$ cat src/hdl/y2rgb_pkg.sv
// ----------------------------------------------------------------------------
// y2rgb_pkg
// Shared constants, types and helpers of the YCbCr to RGB group converter.
// ----------------------------------------------------------------------------
package y2rgb_pkg;

  // Pixels in one group
  localparam int unsigned Lanes     = 8;
  // Width of the pixel count field
  localparam int unsigned CountW    = 4;
  // Register stages between the input and the output transfer
  localparam int unsigned NumStages = 4;

  localparam int unsigned CoefW = 18;  // signed coefficient width
  localparam int unsigned OffW  = 9;   // signed chroma offset width
  localparam int unsigned ProdW = 27;  // signed product width, |product| < 2^24
  localparam int unsigned TermW = 11;  // signed chroma term width
  localparam int unsigned SumW  = 12;  // signed luma plus term width

  localparam logic signed [OffW-1:0] ChromaMid = 9'sd128;

  // Vector path, 14-bit coefficients, floor then times four
  localparam logic signed [CoefW-1:0] CoefRCrVec = 18'sd22970;
  localparam logic signed [CoefW-1:0] CoefGCbVec = 18'sd5638;
  localparam logic signed [CoefW-1:0] CoefGCrVec = 18'sd11700;
  localparam logic signed [CoefW-1:0] CoefBCbVec = 18'sd29032;

  // Scalar path, 16-bit coefficients with rounding
  localparam logic signed [CoefW-1:0] CoefRCrSca = 18'sd91881;
  localparam logic signed [CoefW-1:0] CoefGCbSca = 18'sd22554;
  localparam logic signed [CoefW-1:0] CoefGCrSca = 18'sd46802;
  localparam logic signed [CoefW-1:0] CoefBCbSca = 18'sd116130;

  localparam logic signed [ProdW-1:0] RoundBias = 27'sd32768;

  // Per-stage load strobes from the pipeline control
  typedef struct packed {
    logic [NumStages-1:0] load;
  } stage_ctrl_t;

  // Saturate a signed sum to 0..255
  function automatic logic [7:0] clamp_byte(input logic signed [SumW-1:0] v);
    logic [7:0] res;
    if (v[SumW-1]) begin
      res = 8'd0;
    end else if (v > 12'sd255) begin
      res = 8'd255;
    end else begin
      res = v[7:0];
    end
    return res;
  endfunction

endpackage

$ cat src/hdl/y2rgb_ctrl.sv
// ----------------------------------------------------------------------------
// y2rgb_ctrl
// Valid tracking and per-stage load strobes for the converter pipeline.
// ----------------------------------------------------------------------------
module y2rgb_ctrl (
  input  logic                   clk_i,
  input  logic                   rst_ni,
  input  logic                   in_valid_i,
  output logic                   in_ready_o,
  output logic                   out_valid_o,
  input  logic                   out_ready_i,
  output y2rgb_pkg::stage_ctrl_t ctrl_o
);

  localparam int unsigned N = y2rgb_pkg::NumStages;

  logic [N-1:0] vld_q, vld_d;
  logic [N-1:0] rdy;   // stage can take a new item this cycle
  logic [N-1:0] load;

  always_comb begin
    rdy[N-1] = !vld_q[N-1] || out_ready_i;
    for (int k = N - 2; k >= 0; k--) begin
      rdy[k] = !vld_q[k] || rdy[k+1];
    end
    load[0] = in_valid_i && rdy[0];
    for (int k = 1; k < N; k++) begin
      load[k] = vld_q[k-1] && rdy[k];
    end
    for (int k = 0; k < N; k++) begin
      vld_d[k] = rdy[k] ? load[k] : vld_q[k];
    end
  end

  always_ff @(posedge clk_i or negedge rst_ni) begin
    if (!rst_ni) begin
      vld_q <= '0;
    end else begin
      vld_q <= vld_d;
    end
  end

  assign in_ready_o  = rdy[0];
  assign out_valid_o = vld_q[N-1];
  assign ctrl_o.load = load;

endmodule

$ cat config.mk
export PLATFORM = sky130hd
export DESIGN_NAME = y2rgb_ctrl
export DESIGN_NICKNAME = d
export VERILOG_FILES = /design/src/hdl/y2rgb_pkg.sv /design/src/hdl/y2rgb_ctrl.sv
export SDC_FILE = /design/constraint.sdc
export NUM_CORES = 1
export LEC_CHECK = 0
export BUFFER_PORTS_ARGS = -buffer_cell sky130_fd_sc_hd__buf_2
export CAP_MARGIN = 20
export CORE_AREA = 8 8 45 47
export DETAILED_ROUTE_END_ITERATION = 12
export DIE_AREA = 0 0 53 55
export PLACE_DENSITY_LB_ADDON = 0.25
export REMOVE_ABC_BUFFERS = 1
export SETUP_SLACK_MARGIN = 0.2
export SYNTH_ARGS = -nofsm -noshare
export SYNTH_HDL_FRONTEND = slang
export SYNTH_SLANG_ARGS = --single-unit
$ cat constraint.sdc
create_clock -name clk_i -period 1.3 [get_ports clk_i]
set_input_delay 0.13 -clock clk_i [delete_from_list [all_inputs] [get_ports clk_i]]
set_output_delay 0.13 -clock clk_i [all_outputs]
set_load 0.02 [all_outputs]
==> impl_metrics.tcl <==
set metrics [dict create \
    first_pass_iters 1 \
    startpoint_type "register" \
    cts_tree "yes" \
    min_path_cells 2 \
    drive_gt1_share_pct 59.4 \
    postLayoutSetupSlackWorst_ns 0.0412 \
    reg2reg_to "vld_q[1]$_DFFE_PN0P_" \
    switchingPower_mw 0.123 \
    antenna_found_initial 0 \
    cts_inserted_buffers 3 \
    via_count 171 \
    worstPathArrival_ns 1.13 \
    worstPathRequired_ns 1.17 \
    worstPathMaxFanout 5 \
    maxSlewHeadroom_pct 89.1 \
    cp_slowest_stage_delay_ns 0.39 \
    wl_met1_um 196 \
    core_area_um2 1380 \
    crit_type "register to output port" \
    largest_reg_flops 4 \
    crit_path_top_delay_cell "dfrtp_1" \
    p_clk_share_pct 34.3 \
    viasPerCell 3.56 \
    highest_layer "met3" \
    power_mw 0.445 \
    syn_inst 16 \
    maxCapViolCount 0 \
    ir_drop_uv 493 \
    cts_root_buf "clkbuf_4" \
    holdPathEnd "vld_q[0]$_DFFE_PN0P_" \
    grt_max_degree 6 \
    grt_overflow 0 \
    detail_route.wl_per_cell_um 10.8 \
    die_area_um2 2920 \
    drc 0 \
    multi_input_area_um2 92.6 \
    syn_area_um2 184 \
    clk-insertion-delay-late_ns 0.23 \
    status "complete, no violations" \
    diodes 0 \
    met3_wirelength_um 106 \
    tightest_slew_ns 0.163 \
    ys_seq_area_share_pct 54.4 \
    finClkSkew_ns 0.00252 \
    post-place-ws_ns 0.211 \
    avgSynthCellArea_um2 11.5 \
    crit_buf_inv 1 \
    cts.clk_slew.worst_paths_ns 0.04 \
    timing.final.crit_share_pct 96.8 \
    synth-seq-cells 4 \
    gp_congestion 0.643 \
    setup_violations 0 \
    powerDensity_nw_per_um2 1290 \
    finalWirelength_um 520 \
    crit_path_start "vld_q[3]$_DFFE_PN0P_" \
    fin_crit_ns 1.26 \
    reg2reg_slack_ns 0.36 \
    clock_sinks 4 \
    ff_latch_area_um2 100 \
    comb_power_share_pct 32.0 \
    grt_pass1_vias 194 \
    total_leakage_power_nw 0.159 \
    fmax_mhz 794 \
    row_count 14 \
    grt_pass1_wl_um 759 \
    regMostFlops "vld_q" \
    p_int_mw 0.321 \
    start_util_pct 13.3 \
    final_antenna_net_count 0 \
    slew_violations 0 \
    fp.dieW_um 53 \
    cts.htree.levels 1 \
    die_h_um 55 \
    area_growth_pct 87.1 \
    cts_buffer_depth 2 \
    hp-start "in_valid_i" \
    fin_nets 38 \
    wl_met2_um 216 \
    swShare_pct 27.7 \
    numPortBuffers 9 \
    synth_warnings 0 \
    drt_iter0_drc 0 \
    synth.distinct_cells 10 \
    critical_path.cell_chain "and4b_4 > a21boi_2 > buf_6" \
    reg_top3 "vld_q: 4 flops" \
    holdCritPathClass "input port to register" \
    rsz0062_at_grt "yes" \
    grt_util_all_layers_pct 3.95 \
    power_frac_seq_pct 33.7 \
    cp_top_family "flip-flops" \
    ff2ff_path_depth 2 \
    hold_viol_final 0 \
    endpoint_kind "output port" \
    r2r_start "vld_q[3]$_DFFE_PN0P_" \
    ios 10 \
    n_fill_cell 154 \
]
worst max path at each step:
stage,end,slack [ns],cells after the start
after detailed placement,ctrl_o[0],0.21,3
final,ctrl_o[0],0.04,3
after floorplan,ctrl_o[0],-0.03,2
after global routing,ctrl_o[0],-0.01,3
after global placement,ctrl_o[0],0.25,3
after CTS,ctrl_o[0],0.03,3
power by group through the flow:
stage / Combinational (mW) / Sequential [mW] / Clock, mW
3_3_place_gp: 0.0909 / 0.148 / 0
2_1_floorplan: 0.0572 / 0.151 / 0
6_report: 0.142 / 0.150 / 0.152
3_5_place_dp: 0.0939 / 0.150 / 0
4_1_cts: 0.132 / 0.149 / 0.164
5_1_grt: 0.153 / 0.151 / 0.173
synthesized netlist by cell type:
cell type / count / share of area, %
nand2_1: 1 / 2.0
nand2b_1: 3 / 10
nor2b_1: 1 / 3.4
a21o_1: 1 / 4.1
or2_1: 1 / 3.4
dfrtp_1: 4 / 54
a21boi_0: 1 / 4.1
and4b_4: 1 / 7.5
nand3b_1: 1 / 4.1
and2_1: 2 / 6.8
final cells by class:
class | count | share of cell area [%]
Sequential cell | 4 | 29.1
Tap cell | 16 | 5.82
Multi-Input combinational cell | 12 | 26.9
Timing Repair Buffer | 13 | 31.6
Clock buffer | 3 | 6.55
timing repair:
item,in CTS,in global routing
pin swaps,3,1
setup endpoints to repair,5,5
hold buffers,1,0
hold endpoints to repair,4,0
resized for setup,12,2
setup buffers,2,1
cell families after synthesis:
group              count (synthesis)  synth area share (%)
AOI/OAI and AO/OA                  2                  8.17
DFF                                4                  54.4
and+or+nand+nor                   10                  37.4
layout by cell type (no fill, tap or decap):
cell type and instances:
and2_4 2, clkbuf_4 3, nor2b_1 1, dlygate4sd3_1 1
nand2_1 1, nand3b_1 1, dfrtp_1 4, nand2b_1 3
buf_4 3, a21o_1 1, a21boi_2 1, or2_1 1
and4b_4 1, buf_2 4, buf_6 5
metal layers:
layer	global-route usage [%]	vias to the layer above
met3	4.01	0
li1	-	85
met1	3.37	76
met4	3.88	0
met2	5.08	10
met5	0	-
through the flow:
step                util (%)  setup TNS [ns]  instance area, µm²  cells  hold slack (ns)
floorplan                  -         -0.0286                 184     16           -0.166
global route            24.9         -0.0121                 344     48           0.0826
detailed placement      18.0               0                 249     41          -0.0610
finish                  24.9               0                 344     48           0.0883
CTS                     24.0               0                 332     47           0.0775
global placement        18.0               0                 249     41          -0.0641
No activity file was read; power rests on OpenSTA's default activity.
