### src/hdl/y2rgb_pkg.sv
// ----------------------------------------------------------------------------
// y2rgb_pkg
// Shared constants, types and helpers of the YCbCr to RGB group converter.
// ----------------------------------------------------------------------------
package y2rgb_pkg;

  // Pixels in one group
  localparam int unsigned Lanes     = 8;
  // Width of the pixel count field
  localparam int unsigned CountW    = 4;
  // Register stages between the input and the output transfer
  localparam int unsigned NumStages = 4;

  localparam int unsigned CoefW = 18;  // signed coefficient width
  localparam int unsigned OffW  = 9;   // signed chroma offset width
  localparam int unsigned ProdW = 27;  // signed product width, |product| < 2^24
  localparam int unsigned TermW = 11;  // signed chroma term width
  localparam int unsigned SumW  = 12;  // signed luma plus term width

  localparam logic signed [OffW-1:0] ChromaMid = 9'sd128;

  // Vector path, 14-bit coefficients, floor then times four
  localparam logic signed [CoefW-1:0] CoefRCrVec = 18'sd22970;
  localparam logic signed [CoefW-1:0] CoefGCbVec = 18'sd5638;
  localparam logic signed [CoefW-1:0] CoefGCrVec = 18'sd11700;
  localparam logic signed [CoefW-1:0] CoefBCbVec = 18'sd29032;

  // Scalar path, 16-bit coefficients with rounding
  localparam logic signed [CoefW-1:0] CoefRCrSca = 18'sd91881;
  localparam logic signed [CoefW-1:0] CoefGCbSca = 18'sd22554;
  localparam logic signed [CoefW-1:0] CoefGCrSca = 18'sd46802;
  localparam logic signed [CoefW-1:0] CoefBCbSca = 18'sd116130;

  localparam logic signed [ProdW-1:0] RoundBias = 27'sd32768;

  // Per-stage load strobes from the pipeline control
  typedef struct packed {
    logic [NumStages-1:0] load;
  } stage_ctrl_t;

  // Saturate a signed sum to 0..255
  function automatic logic [7:0] clamp_byte(input logic signed [SumW-1:0] v);
    logic [7:0] res;
    if (v[SumW-1]) begin
      res = 8'd0;
    end else if (v > 12'sd255) begin
      res = 8'd255;
    end else begin
      res = v[7:0];
    end
    return res;
  endfunction

endpackage

### src/hdl/y2rgb_lane.sv
// ----------------------------------------------------------------------------
// y2rgb_lane
// One pixel lane: offset, multiply, scale/round, add and clamp, four stages.
// ----------------------------------------------------------------------------
module y2rgb_lane (
  input  logic                   clk_i,
  input  y2rgb_pkg::stage_ctrl_t ctrl_i,
  input  logic [7:0]             luma_i,
  input  logic [7:0]             cb_i,
  input  logic [7:0]             cr_i,
  input  logic                   lane_on_i,
  input  logic                   vec_i,
  output logic [7:0]             red_o,
  output logic [7:0]             green_o,
  output logic [7:0]             blue_o
);

  localparam int unsigned OffW  = y2rgb_pkg::OffW;
  localparam int unsigned CoefW = y2rgb_pkg::CoefW;
  localparam int unsigned ProdW = y2rgb_pkg::ProdW;
  localparam int unsigned TermW = y2rgb_pkg::TermW;
  localparam int unsigned SumW  = y2rgb_pkg::SumW;

  // stage 1: operands
  logic [7:0]             y1_q;
  logic signed [OffW-1:0] cb1_q, cr1_q;
  logic                   on1_q, vec1_q;
  // stage 2: products
  logic [7:0]              y2_q;
  logic signed [ProdW-1:0] pr_q, pgb_q, pgr_q, pb_q;
  logic                    on2_q, vec2_q;
  // stage 3: chroma terms
  logic [7:0]              y3_q;
  logic signed [TermW-1:0] tr_q, tg_q, tb_q;
  logic                    on3_q;
  // stage 4: clamped bytes
  logic [7:0] r4_q, g4_q, b4_q;

  logic signed [CoefW-1:0] c_r, c_gb, c_gr, c_b;
  logic signed [ProdW-1:0] pr_d, pgb_d, pgr_d, pb_d;
  logic signed [ProdW-1:0] rnd_r, rnd_g, rnd_b;
  logic signed [TermW-1:0] gv_sum;
  logic signed [TermW-1:0] tr_d, tg_d, tb_d;
  logic signed [SumW-1:0]  sr, sg, sb;

  // Coefficient set follows the formula of the group
  always_comb begin
    c_r  = vec1_q ? y2rgb_pkg::CoefRCrVec : y2rgb_pkg::CoefRCrSca;
    c_gb = vec1_q ? y2rgb_pkg::CoefGCbVec : y2rgb_pkg::CoefGCbSca;
    c_gr = vec1_q ? y2rgb_pkg::CoefGCrVec : y2rgb_pkg::CoefGCrSca;
    c_b  = vec1_q ? y2rgb_pkg::CoefBCbVec : y2rgb_pkg::CoefBCbSca;
    pr_d  = cr1_q * c_r;
    pgb_d = cb1_q * c_gb;
    pgr_d = cr1_q * c_gr;
    pb_d  = cb1_q * c_b;
  end

  // Vector: floor(p / 2^16) * 4 per term. Scalar: floor((p + 2^15) / 2^16).
  always_comb begin
    rnd_r  = pr_q + y2rgb_pkg::RoundBias;
    rnd_g  = pgb_q + pgr_q + y2rgb_pkg::RoundBias;
    rnd_b  = pb_q + y2rgb_pkg::RoundBias;
    gv_sum = pgb_q[ProdW-1:16] + pgr_q[ProdW-1:16];
    if (vec2_q) begin
      tr_d = {pr_q[TermW+13:16], 2'b00};
      tg_d = {gv_sum[TermW-3:0], 2'b00};
      tb_d = {pb_q[TermW+13:16], 2'b00};
    end else begin
      tr_d = rnd_r[ProdW-1:16];
      tg_d = rnd_g[ProdW-1:16];
      tb_d = rnd_b[ProdW-1:16];
    end
  end

  always_comb begin
    sr = $signed({4'b0000, y3_q}) + {tr_q[TermW-1], tr_q};
    sg = $signed({4'b0000, y3_q}) - {tg_q[TermW-1], tg_q};
    sb = $signed({4'b0000, y3_q}) + {tb_q[TermW-1], tb_q};
  end

  always_ff @(posedge clk_i) begin
    if (ctrl_i.load[0]) begin
      y1_q   <= luma_i;
      cb1_q  <= $signed({1'b0, cb_i}) - y2rgb_pkg::ChromaMid;
      cr1_q  <= $signed({1'b0, cr_i}) - y2rgb_pkg::ChromaMid;
      on1_q  <= lane_on_i;
      vec1_q <= vec_i;
    end
    if (ctrl_i.load[1]) begin
      y2_q   <= y1_q;
      pr_q   <= pr_d;
      pgb_q  <= pgb_d;
      pgr_q  <= pgr_d;
      pb_q   <= pb_d;
      on2_q  <= on1_q;
      vec2_q <= vec1_q;
    end
    if (ctrl_i.load[2]) begin
      y3_q  <= y2_q;
      tr_q  <= tr_d;
      tg_q  <= tg_d;
      tb_q  <= tb_d;
      on3_q <= on2_q;
    end
    if (ctrl_i.load[3]) begin
      r4_q <= on3_q ? y2rgb_pkg::clamp_byte(sr) : 8'd0;
      g4_q <= on3_q ? y2rgb_pkg::clamp_byte(sg) : 8'd0;
      b4_q <= on3_q ? y2rgb_pkg::clamp_byte(sb) : 8'd0;
    end
  end

  assign red_o   = r4_q;
  assign green_o = g4_q;
  assign blue_o  = b4_q;

endmodule

### config.mk
export PLATFORM = sky130hd
export DESIGN_NAME = y2rgb_lane
export DESIGN_NICKNAME = d
export VERILOG_FILES = /design/src/hdl/y2rgb_pkg.sv /design/src/hdl/y2rgb_lane.sv
export SDC_FILE = /design/constraint.sdc
export NUM_CORES = 1
export LEC_CHECK = 0
export BUFFER_PORTS_ARGS = -buffer_cell sky130_fd_sc_hd__buf_2
export CORE_UTILIZATION = 50
export CTS_CLUSTER_DIAMETER = 30
export DETAILED_ROUTE_END_ITERATION = 10
export PLACE_DENSITY = 0.73
export SYNTH_ARGS = -nofsm -noshare
export SYNTH_HDL_FRONTEND = slang
export SYNTH_SLANG_ARGS = --single-unit
export TNS_END_PERCENT = 20
### constraint.sdc
create_clock -name clk_i -period 5.7 [get_ports clk_i]
set_input_delay 1.14 -clock clk_i [delete_from_list [all_inputs] [get_ports clk_i]]
set_output_delay 1.14 -clock clk_i [all_outputs]
set_load 0.1 [all_outputs]
==> flow_summary.ini <==
[run_status]
outcome = finished clean

[die]
fp.dieW_um = 199
num_rows = 71
fp.dieH_um = 199
ios = 55
start_util_pct = 51.2
dieArea_sq_um = 39500
core_area_sq_um = 37800

[logic_synthesis]
yosys_warnings = 0
synth_ff_type = edfxtp_1
yosysTopAreaCellShare_pct = 27.1
synth_top_family_by_area = adder cells
synth-xor-area-share_pct = 5.34
synth_fa_ha_area_share_pct = 42.6
synth.avg_cell_area_sq_um = 10.9
netlist_instances = 1774
ys_types = 69
synth_area_sq_um = 19400
synth-compound-area-share_pct = 10.9
synthMuxAreaShare_pct = 0.103
synth_top_area_cell = edfxtp_1
yosysMostFrequentCell = ha_1
ys_seq_elements = 175
async_flop_share_pct = 0
synth_area_leaders = edfxtp_1 27%, ha_1 23%, fa_1 19%
synthTopCellsByCount = 362 x ha_1, 259 x inv_1, 186 x fa_1
synth_edf_count = 175
synth-simple-area-share_pct = 8.09
synth-seq-area-share_pct = 27.1

[global_routing]
grt_pass1_wl_um = 66900
antenna_found_initial = 0
track_usage_pct = 21.8
grt_max_degree = 84
gr-total-overflow = 0
grt_pass1_vias = 13500

[layout]
fin_area_sq_um = 21500
area_delta_synth_final_pct = 10.9
nets = 2456
antenna_cells = 0
drive_gt1_share_pct = 11.6

[setup_path]
cp-end-kind = flip-flop
arrival_ns = 5.79
slowest_delay_ns = 0.62
cp_cell_sequence = buf_6, buf_12, nor2b_1, inv_1, fa_1, inv_1, fa_1, fa_1, ha_4, ha_4, a211oi_2, o21ai_2, o2111ai_2, nand3_2, a211o_1, o31a_1, a21oi_2, xor2_1
critical_path_class = reg2reg
cp-startpoint = vec1_q
crit_path_frequent_cell = fa_1
rr_startpoint = vec1_q
worstPathMaxFanout = 23
required_ns = 5.89
crit_slowest_cell = fa_1
startpoint_type = flip-flop

[pwr]
switching_power_mw = 6.20
pwr-share-clk_pct = 8.6
intPower_mw = 7.07
power_density_nw_per_um2 = 618
p_sw_share_pct = 46.7
p_leak_nw = 10.4
combPwrFrac_pct = 72.7
ir_drop_mv = 0.418
seqPwrFrac_pct = 18.7

[sta]
fin_ws_ns = 0.0964
final.setup.tns_ns = 0
slew_viol_final = 0
period_minus_slack_ns = 5.60
whs_ns = 0.421
max_freq_ghz = 0.178
relSlewSlack_pct = 23.1
rsz0062_at_grt = yes
worst-slew-pin-transition_ns = 1.15
setup_viol = 0
hold_violations = 0
post-route-period-util_pct = 98.3
fin_skew_ns = 0.0136

[placement]
place_area_sq_um = 20500
io_buffers = 54
place_hpwl_um = 33500
pre_cts_ws_ns = -0.0970
place_congestion = 0.919

[clock_tree]
ctsHoldBuffers = 0
clkSinkCount = 175
cts-root-buf = clkbuf_16
clk-insertion-delay-late_ns = 0.45
cts_made_buffers = 17
clk_pin_slew_worst_paths_ns = 0.08
clock_path_buffers = 2
cts_tree = built
htreeDepth = 4

[drt]
vias_per_cell = 5.46
drt-initial-drc-count = 832
wl_per_cell_um = 17.0
wirelength_um = 40800
num_vias = 13100
drc = 0
drtAntennaViolNets = 0
first_pass_iters = 5

[min_path]
hold_path.startpoint = y2_q[6]
hold_class = reg2reg

[flow_run]
drv_cap = 0
power groups by stage:
stage	combinational, mW	sequential (mW)	clock [mW]
after floorplan	6.68	2.76	0
after global placement	8.57	2.50	0
after detailed placement	8.88	2.51	0
after CTS	8.97	2.48	1.18
after global routing	10.9	2.53	1.23
final	9.64	2.48	1.15
registers in the layout (all words and copies together) (netlist names), 8 cells and up:
signal / cells
blue_o: 8
tg_q: 11
pb_q: 12
red_o: 8
y2_q: 8
tr_q: 11
pgb_q: 24
pr_q: 17
pgr_q: 20
y1_q: 8
green_o: 8
y3_q: 8
cb1_q: 8
tb_q: 11
cr1_q: 8
kinds of logic (layout without fill, tap and decap cells):
| family | Yosys count | in the layout |
|---|---|---|
| buffers and inverters | 294 | 394 |
| muxes | 2 | 2 |
| xor gates and xnor gates | 118 | 118 |
| AOI/OAI and AO/OA | 322 | 322 |
| DFF | 175 | 175 |
| adders and majority gates | 548 | 548 |
| other | 2 | 18 |
| and+or+nand+nor | 313 | 313 |
final timing paths:
kind	endpoint	slack, ns	cells after the start
setup / recovery	pr_q[26]	0.1	18
hold reg to reg	y3_q[6]	0.42	0
hold / removal	y3_q[6]	0.42	0
setup reg to reg	pr_q[26]	0.1	18
timing repair:
item                       CTS  global route
buffers inserted             2             7
setup endpoints to repair    6            19
resized for setup            3            63
pin swaps                    0            22
placed cells by master, fill, tap and decap left out, drive strengths merged, types with 5 or more instances in the layout:
cell type and instances:
nand2 67, a211oi 11, xnor2 75, xor2 43, o22ai 6, nor2 74
a31oi 12, a21oi 101, nand3 30, nor3 15, clkinv 6, ha 362
o21bai 10, nor2b 21, inv 267, nand2b 23, or2 13, a31o 8
nand4 18, or3 6, clkbuf 17, and3 15, and2 18, a21o 49
buf 103, o21ai 58, o21a 21, edfxtp 175, fa 186, conb 18
o211ai 5
metal layers:
layer / share of wire [%] / up-vias / GRT usage [%]
li1: - / 6371 / -
met1: 46 / 6408 / 28.7
met2: 48 / 258 / 37.2
met3: 3.7 / 62 / 3.05
met4: 2.4 / 0 / 6.67
met5: 0 / - / 0
worst max-delay path, delay by kind of cell, from the launching register on:
| family | cells | cell delay [ns] |
|---|---|---|
| AOI/OAI and AO/OA | 6 | 1.41 |
| xor gates and xnor gates | 1 | 0.07 |
| adders and majority gates | 5 | 2.16 |
| buffers and inverters | 4 | 0.64 |
| DFF | 1 | 0.52 |
| and+or+nand+nor | 2 | 0.53 |
cell type report:
class | instances | area (sq um)
Fill cell | 3225 | 16400
Multi-Input combinational cell | 1321 | 13400
Sequential cell | 175 | 5260
Inverter | 259 | 972
Timing Repair Buffer | 103 | 661
Tap cell | 511 | 639
Clock buffer | 17 | 425
Clock inverter | 15 | 149
per-stage QoR:
step	power, mW	utilization (%)	cells
after global routing	14.6	56.7	2401
after floorplan	9.43	-	1790
after CTS	12.6	55.8	2394
after global placement	11.1	54.2	2360
final	13.3	56.7	2401
after detailed placement	11.4	54.2	2360
(Power assumes the default switching activity.)
